**src/design/tvi_pkg.sv**
```systemverilog
// ----------------------------------------------------------------------------
// Trilinear voxel interpolator package
// Widths, register indexes and shared types for the interpolator.
// ----------------------------------------------------------------------------
`default_nettype none

package tvi_pkg;

    localparam int SAMPLE_BITS    = 16;
    localparam int FRAC_BITS      = 8;
    localparam int COORD_INT_BITS = 10;
    localparam int COORD_W        = COORD_INT_BITS + FRAC_BITS + 1;
    localparam int SIZE_W         = 11;
    localparam int CFG_IDX_W      = 2;

    localparam int WGT_W = FRAC_BITS + 1;
    localparam int Y_W   = SAMPLE_BITS + FRAC_BITS;
    localparam int Z_W   = SAMPLE_BITS + 2 * FRAC_BITS;
    localparam int X_W   = SAMPLE_BITS + 3 * FRAC_BITS;

    localparam logic [CFG_IDX_W-1:0] REG_X_SIZE = CFG_IDX_W'(0);
    localparam logic [CFG_IDX_W-1:0] REG_Y_SIZE = CFG_IDX_W'(1);
    localparam logic [CFG_IDX_W-1:0] REG_Z_SIZE = CFG_IDX_W'(2);

    localparam logic [SIZE_W-1:0] SIZE_RESET = SIZE_W'(256);

    typedef logic [SAMPLE_BITS-1:0]    t_sample;
    typedef logic signed [COORD_W-1:0] t_coord;

    typedef struct packed {
        logic [SIZE_W-1:0] x_size;
        logic [SIZE_W-1:0] y_size;
        logic [SIZE_W-1:0] z_size;
    } t_vol_size;

endpackage

`default_nettype wire

```
**src/design/tvi_range_check.sv**
```systemverilog
// ----------------------------------------------------------------------------
// Trilinear voxel interpolator range check
// Rounds each coordinate to the nearest voxel and checks it against the volume.
// ----------------------------------------------------------------------------
`default_nettype none

module tvi_range_check (
    input  wire tvi_pkg::t_coord   i_pos_x,
    input  wire tvi_pkg::t_coord   i_pos_y,
    input  wire tvi_pkg::t_coord   i_pos_z,
    input  wire tvi_pkg::t_vol_size i_size,
    output logic                   o_inside
);
    import tvi_pkg::*;

    localparam int HALF_FX = 2 ** (FRAC_BITS - 1);
    localparam logic signed [COORD_W-1:0] NEG_LIMIT = COORD_W'(1 - HALF_FX);

    function automatic logic axis_in(input t_coord pos, input logic [SIZE_W-1:0] size);
        logic [COORD_W-1:0]          sum;
        logic [COORD_W-FRAC_BITS-1:0] rnd;
        sum = $unsigned(pos) + COORD_W'(HALF_FX);
        rnd = sum[COORD_W-1:FRAC_BITS];
        if (pos[COORD_W-1]) begin
            return (pos >= NEG_LIMIT) && (size != '0);
        end
        return {1'b0, rnd} < {1'b0, size};
    endfunction

    assign o_inside = axis_in(i_pos_x, i_size.x_size) &&
                      axis_in(i_pos_y, i_size.y_size) &&
                      axis_in(i_pos_z, i_size.z_size);

endmodule

`default_nettype wire

```
**config.mk**
```make
export PLATFORM = sky130hd
export DESIGN_NAME = tvi_range_check
export DESIGN_NICKNAME = d
export VERILOG_FILES = /design/src/design/tvi_pkg.sv /design/src/design/tvi_range_check.sv
export SDC_FILE = /design/constraint.sdc
export NUM_CORES = 1
export LEC_CHECK = 0
export BUFFER_PORTS_ARGS = -buffer_cell sky130_fd_sc_hd__buf_2
export CELL_PAD_IN_SITES_DETAIL_PLACEMENT = 0
export CELL_PAD_IN_SITES_GLOBAL_PLACEMENT = 1
export CORE_MARGIN = 2
export CORE_UTILIZATION = 32
export DETAILED_ROUTE_END_ITERATION = 8
export PLACE_DENSITY_LB_ADDON = 0.1
export SYNTH_ARGS = -nofsm -noshare
export SYNTH_HDL_FRONTEND = slang
export SYNTH_SLANG_ARGS = --single-unit
export TNS_END_PERCENT = 5
```
**constraint.sdc**
```tcl
create_clock -name vclk -period 7.17
set_clock_uncertainty 0.1 [all_clocks]
set_input_delay 1.0755 -clock vclk [all_inputs]
set_output_delay 1.0755 -clock vclk [all_outputs]
set_load 0.005 [all_outputs]
```
==> results.cfg, run 1 <==
[pwr]
p_per_area_mw_per_mm2 = 45.4
p_leak_nw = 1.07
vdd_drop_max_v = 0.0000177

[min_path]
whs_path_depth = 5
whs_endpoint = o_inside
min_path_type = in2out
min_from = i_pos_x[18]

[final_layout]
fin_util_pct = 45.2
area_growth_pct = 35.3
final_cell_mix = buf_2 (91), inv_1 (33), ha_1 (33), nand2_1 (20)
fillers = 501
n_antenna_cell = 0
nClkBuffers = 0
seq_area_um2 = 0
drive_above_1_share_pct = 31.7
layout_commonest_cell = buf_2
final_cells = 361
nFlopsAndLatches = 0
layout.nets = 434
multi_input_area_mm2 = 0.00135

[flow_run]
maxCapViolations = 0

[synthesis]
synth-seq-area-share_pct = 0
synth_top_area_share_pct = 28.0
syn_avg_cell_area_um2 = 6.77
syn_nets = 341
ys_warn_count = 0
ys_types = 28
synthCells = 218
yosys.area_share.simple_pct = 32.5
synth_top_family_by_area = simple AND/OR/NAND/NOR gates
netlist_area_mm2 = 0.00148
synth-xor-area-share_pct = 17.8
synth.area.top_cells = ha_1 (28%), xnor2_1 (11%), inv_1 (8.4%)
yosys.area.top_type = ha_1
synth_compound_gate_area_share_pct = 13.4
synthAdderAreaFrac_pct = 28.0
synth.mux.area_fraction_pct = 0

[placed_design]
io_buffers = 91
dp_hpwl_um = 3740
placed_cells = 361
gp_congestion = 0.809

[die]
core_mm2 = 0.00441
die_x_um = 71.9
dieArea_mm2 = 0.00517
die_y_um = 71.9
rows = 24
io_pins = 91
initial_utilization_pct = 33.4

[cts]
cts_resized = 0
cts_hold_buf = 0
post_cts_buffers = 0

[sta]
rsz0062_at_grt = no
slew_headroom_pct = 68.3
tightestPinTransition_ns = 0.471
setup_viol = 0
fmax_mhz = 231
slew_viol_final = 0
setup_tns_ns = 0
fin_crit_ns = 4.32
fin_crit_sh_pct = 60.3
hold_viol = 0

[worst_setup_path]
critical_path_arrival_ns = 3.15
cpMaxStageDelayCell = ha_1
cp-end-kind = output pin
cp_max_fo = 4
path_class = in2out
required_ns = 5.99
cp-start-kind = input port
crit_chain = buf_2 -> ha_1 -> nand3_1 -> nor2_1 -> nand2_1 -> xnor2_1 -> ha_1 -> o21ai_0 -> nor2_1 -> nor4_1 -> o21ai_0 -> a221oi_2 -> buf_2
critPathMaxStageDelay_ns = 0.29

[global_route]
grt_pass1_vias = 1656
grt_pass1_wl_um = 6690
grt_max_degree = 6
antenna_found_initial = 0
track_usage_pct = 15.2
overflow = 0

[detailed_routing]
vias_per_cell = 4.80
dr.pass1.iters = 3
vias = 1733
drt_iter0_drc = 24
drt-total-wl_um = 3960
drc = 0
routedWlPerCell_um = 11.0
ant_nets = 0

[outcome]
outcome = finished clean
## logic make-up after synthesis
family / after synthesis
and+or+nand+nor: 92
adders and majority gates: 33
buffers and inverters: 33
AOI/OAI and AO/OA: 30
xor gates and xnor gates: 30
## cell type report
cell class                 instances  share of cell area [%]
inverter                          33                    6.20
multi-input combinational        185                    67.7
tap                               52                    3.26
timing repair buffer              91                    22.8
## stage by stage
stage               area [um2]  hold slack (ns)  total power [mW]  setup WS (ns)
global route              2000             2.51             0.105           2.56
CTS                       2000             2.48            0.0921           2.83
floorplan                 1480             2.19            0.0475           3.22
detailed placement        2000             2.48            0.0914           2.83
global placement          2000             2.48            0.0918           2.84
finish                    2000             2.48            0.0906           2.85
## synthesized netlist by cell type, types with 2 or more instances
library cell,n
nand3_2,2
a211oi_1,4
xnor2_1,19
nand2b_1,3
o21ai_0,9
and3_1,7
nor2_1,19
o2111ai_1,2
nor3_1,4
and4_1,3
ha_1,33
o211ai_1,2
nor4_1,12
nand3_1,11
nor2b_1,3
inv_1,33
xor2_1,11
a21oi_1,8
nand2_1,20
nand4_1,4
nor2_2,2
## worst max-delay path: cells and delay by family
kind / cells / cell delay (ns)
and+or+nand+nor: 5 / 0.74
xor gates and xnor gates: 1 / 0.14
AOI/OAI and AO/OA: 3 / 0.49
adders and majority gates: 2 / 0.47
buffers and inverters: 2 / 0.25
## worst max path at each step
stage                          start  endpoint  depth (start not counted)
after global placement    i_pos_z[7]  o_inside                         12
final                     i_pos_z[7]  o_inside                         13
after floorplan           i_pos_z[7]  o_inside                         11
after global routing      i_pos_z[7]  o_inside                         12
after CTS                 i_pos_z[7]  o_inside                         13
after detailed placement  i_pos_z[7]  o_inside                         13
## report_power, final
part / switching (mW) / leakage [nW] / internal (mW)
sequential: 0 / 0 / 0
clock: 0 / 0 / 0
combinational: 0.0445 / 1.07 / 0.0460
## routing by layer
| metal | share of wire (%) | global-route usage (%) | vias to the layer above |
|---|---|---|---|
| met5 | 0 | 0 | - |
| met4 | 0.33 | 0.419 | 0 |
| met3 | 5.4 | 0.833 | 2 |
| met2 | 48 | 28.8 | 49 |
| met1 | 46 | 20.1 | 729 |
| li1 | - | - | 953 |
Power figures use the tool's default switching activity.
==> run 2: changes to the inputs <==
--- a/config.mk
+++ b/config.mk
@@ -9,7 +9,7 @@
 export CELL_PAD_IN_SITES_DETAIL_PLACEMENT = 0
 export CELL_PAD_IN_SITES_GLOBAL_PLACEMENT = 1
 export CORE_MARGIN = 2
-export CORE_UTILIZATION = 32
+export CORE_UTILIZATION = 27
 export DETAILED_ROUTE_END_ITERATION = 8
 export PLACE_DENSITY_LB_ADDON = 0.1
 export SYNTH_ARGS = -nofsm -noshare
==> constraint.sdc (replaced) <==
create_clock -name vclk -period 3.9
set_clock_uncertainty 0.1 [all_clocks]
set_input_delay 0.585 -clock vclk [all_inputs]
set_output_delay 0.585 -clock vclk [all_outputs]
set_load 0.005 [all_outputs]
==> run 2 against run 1 <==
Final cell count is 5.0% higher; flip-flop and latch count unchanged; final area grew 1.1%; first-iteration DRC count is 29% lower; setup slack worse by 2.4 ns; non-clock buffer count unchanged; critical endpoint unchanged.
==> results.cfg, run 2 (same netlist as run 1, synthesis figures left out) <==
[sta]
setup_viol = 0
fin_crit_ns = 3.43
slew_headroom_pct = 70.6
fmax_mhz = 292
fin_crit_sh_pct = 87.9
setup_tns_ns = 0
tightestPinTransition_ns = 0.437
slew_viol_final = 0
rsz0062_at_grt = no
hold_viol = 0

[pwr]
vdd_drop_max_v = 0.0000334
p_leak_nw = 1.07
power.share.switching_pct = 49.4
p_per_area_mw_per_mm2 = 82.9
p_clk_share_pct = 0
p_switching_uw = 82.6
fin_total_pwr_uw = 167
p_comb_share_pct = 100.0
sequentialPowerShare_pct = 0
internal_power_uw = 84.7

[placed_design]
gp_congestion = 0.775
placed_cells = 379
io_buffers = 91
dp_hpwl_um = 3950

[worst_setup_path]
cpMaxStageDelayCell = ha_1
required_ns = 3.21
critPathMaxStageDelay_ns = 0.28
cp_num_buf_inv = 2
crit_chain = buf_2 -> ha_1 -> nand3_1 -> nor2_1 -> nand2_1 -> xnor2_1 -> ha_1 -> o21ai_0 -> nor2_1 -> nor4_1 -> o21ai_0 -> a221oi_2 -> buf_2
cp-end-kind = output pin
cp_max_fo = 4
critical_path_arrival_ns = 2.74
cp-start-kind = input port
cp_top_family = simple AND/OR/NAND/NOR gates
path_class = in2out

[global_route]
grt_max_degree = 6
overflow = 0
antenna_found_initial = 0
track_usage_pct = 13.7
grt_pass1_wl_um = 7110
grt_pass1_vias = 1673

[die]
rows = 26
dieArea_mm2 = 0.00608
die_x_um = 77.9
initial_utilization_pct = 28.4
die_y_um = 77.9
io_pins = 91
core_mm2 = 0.00520

[cts]
cts_resized = 0
cts_hold_buf = 0
post_cts_buffers = 0

[final_layout]
layout.nets = 434
final_cells = 379
layout_commonest_cell = buf_2
seq_area_um2 = 0
multi_input_area_mm2 = 0.00135
n_antenna_cell = 0
fin_util_pct = 38.8
area_growth_pct = 36.8
nClkBuffers = 0
nFlopsAndLatches = 0
final_cell_mix = buf_2 (91), inv_1 (33), ha_1 (33), nand2_1 (20)
drive_above_1_share_pct = 31.7
fillers = 595

[detailed_routing]
routedWlPerCell_um = 11.2
drt_iter0_drc = 17
vias = 1729
vias_per_cell = 4.56
ant_nets = 0
drt-total-wl_um = 4240
dr.pass1.iters = 4
drc = 0

[flow_run]
maxCapViolations = 0

[min_path]
min_path_type = in2out

[outcome]
outcome = finished clean
run 2: cell counts in the layout (fill, tap and decap cells not counted):
No cell type changed its count.
run 2: path summary, 6_finish.rpt:
kind | start | endpoint | slack [ns] | depth (start not counted)
max | i_pos_z[7] | o_inside | 0.47 | 13
min | i_pos_x[18] | o_inside | 1.48 | 4
run 2: layout make-up:
cell class,count,area share (%)
multi-input cells,185,67.0
well taps,70,4.34
repair buffers,91,22.6
inverters,33,6.13
run 2: worst min-delay path, stage by stage:
cell and delay [ns]:
buf_2 0.12, o2111ai_1 0.09, a221oi_2 0.07, buf_2 0.12
run 2: metal layers:
metal / track usage (%) / wire length [um] / up-vias
met1: 17.6 / 1980 / 739
met5: 0 / 0 / -
met3: 1.16 / 220 / 0
met2: 25.8 / 2040 / 42
met4: 0.702 / 0 / 0
li1: - / - / 948
run 2: power by group through the flow:
stage	Clock [mW]	Combinational (mW)	Sequential, mW
global route	0	0.194	0
floorplan	0	0.0873	0
detailed placement	0	0.169	0
CTS	0	0.170	0
global placement	0	0.170	0
finish	0	0.167	0
run 2: metrics by stage:
stage | hold slack [ns] | cell area, um2 | worst slack [ns]
after floorplan | 1.21 | 1480 | 0.934
after global placement | 1.49 | 2020 | 0.534
after detailed placement | 1.48 | 2020 | 0.456
after CTS | 1.48 | 2020 | 0.464
after global routing | 1.51 | 2020 | 0.174
final | 1.48 | 2020 | 0.471
==> run 3: changes to the inputs <==
--- a/config.mk
+++ b/config.mk
@@ -12,6 +12,7 @@
 export CORE_UTILIZATION = 27
 export DETAILED_ROUTE_END_ITERATION = 8
 export PLACE_DENSITY_LB_ADDON = 0.1
+export RECOVER_POWER = 100
 export SYNTH_ARGS = -nofsm -noshare
 export SYNTH_HDL_FRONTEND = slang
 export SYNTH_SLANG_ARGS = --single-unit
==> run 3 against run 2 <==
Global-route usage is the same; sequential share of layout area is the same; critical path depth is the same; critical endpoint unchanged.
==> results.cfg, run 3 (same netlist as run 1, synthesis figures left out) <==
[outcome]
outcome = finished clean

[pwr]
fin_total_pwr_uw = 167
vdd_drop_max_v = 0.0000334
p_per_area_mw_per_mm2 = 82.9
p_leak_nw = 1.07

[global_route]
antenna_found_initial = 0
overflow = 0
grt_pass1_wl_um = 7110
grt_pass1_vias = 1673
track_usage_pct = 13.7
grt_max_degree = 6

[worst_setup_path]
critPathMaxStageDelay_ns = 0.28
critical_path_arrival_ns = 2.75
crit_chain = buf_2 -> ha_1 -> nand3_1 -> nor2_1 -> nand2_1 -> xnor2_1 -> ha_1 -> o21ai_0 -> nor2_1 -> nor4_1 -> o21ai_0 -> a221oi_2 -> clkbuf_1
cp_max_fo = 4
setup.worst_path.start = i_pos_z[7]
crit_end = o_inside
cpMaxStageDelayCell = ha_1
cp-start-kind = input port
cp-end-kind = output pin
required_ns = 3.21
path_class = in2out

[detailed_routing]
ant_nets = 0
wl_met2_um = 2040
drt-total-wl_um = 4240
drt_iter0_drc = 17
vias_per_cell = 4.56
drc = 0
wl_met3_um = 223
highest_layer = met3
vias = 1730
routedWlPerCell_um = 11.2
dr.pass1.iters = 4
wl_met1_um = 1980

[min_path]
min_path_type = in2out

[sta]
fin_crit_ns = 3.43
slew_viol_final = 0
fin_crit_sh_pct = 88.0
fmax_mhz = 291
rsz0062_at_grt = no
slew_headroom_pct = 70.6
hold_viol = 0
setup_tns_ns = 0
whs_ns = 1.46
tightestPinTransition_ns = 0.437
setup_viol = 0

[die]
rows = 26
die_x_um = 77.9
dieArea_mm2 = 0.00608
die_y_um = 77.9
io_pins = 91
core_mm2 = 0.00520
initial_utilization_pct = 28.4

[final_layout]
drive_above_1_share_pct = 31.4
fin_util_pct = 38.8
layout.nets = 434
nFlopsAndLatches = 0
layout_commonest_cell = buf_2
fillers = 596
final_cell_mix = buf_2 (90), inv_1 (33), ha_1 (33), nand2_1 (20)
seq_area_um2 = 0
n_antenna_cell = 0
nClkBuffers = 0
multi_input_area_mm2 = 0.00135
area_growth_pct = 36.7

[cts]
post_cts_buffers = 0
cts_resized = 0
cts_hold_buf = 0

[placed_design]
io_buffers = 91
dp_hpwl_um = 3950
gp_congestion = 0.775

[flow_run]
maxCapViolations = 0
==> run 3: cell types whose count changed in the layout (fill, tap and decap cells not counted), sizes merged <==
| cell | delta |
|---|---|
| clkbuf | +1 |
| buf | -1 |
==> run 3: report_power, final <==
part           switching, mW  internal (mW)
logic                 0.0827         0.0847
registers                  0              0
clock network              0              0
total                 0.0827         0.0847
==> run 3: worst min-delay path by stage <==
stage                start        to  slack [ns]  cells after the start
2_1_floorplan  i_pos_x[18]  o_inside        1.21                      2
3_3_place_gp   i_pos_x[18]  o_inside        1.49                      4
3_5_place_dp   i_pos_x[18]  o_inside        1.48                      4
4_1_cts        i_pos_x[18]  o_inside        1.48                      4
5_1_grt        i_pos_x[18]  o_inside        1.50                      4
6_report       i_pos_x[18]  o_inside        1.46                      4
==> run 3: worst max-delay path, delay by kind of cell <==
kind | cells | cell delay (ns)
AND/OR/NAND/NOR | 5 | 0.82
AO/OA/AOI/OAI | 3 | 0.51
adder cells (fa/ha/maj) | 2 | 0.45
buffers and inverters | 2 | 0.24
XOR/XNOR | 1 | 0.13
==> run 3: through the flow <==
step | area (um2) | std cells | worst slack [ns]
after global placement | 2020 | 379 | 0.534
after detailed placement | 2020 | 379 | 0.456
after global routing | 2020 | 379 | 0.141
after CTS | 2020 | 379 | 0.464
final | 2020 | 379 | 0.467
after floorplan | 1480 | 218 | 0.934
==> run 3: metal layers <==
| metal | global-route usage (%) | vias up |
|---|---|---|
| met2 | 25.8 | 44 |
| met4 | 0.702 | 0 |
| met5 | 0 | - |
| met3 | 1.16 | 0 |
| met1 | 17.6 | 738 |
| li1 | - | 948 |
==> run 3: layout make-up <==
type | count | area share, %
tap | 70 | 4.34
timing repair buffer | 91 | 22.5
inverter | 33 | 6.14
multi-input combinational | 185 | 67.0
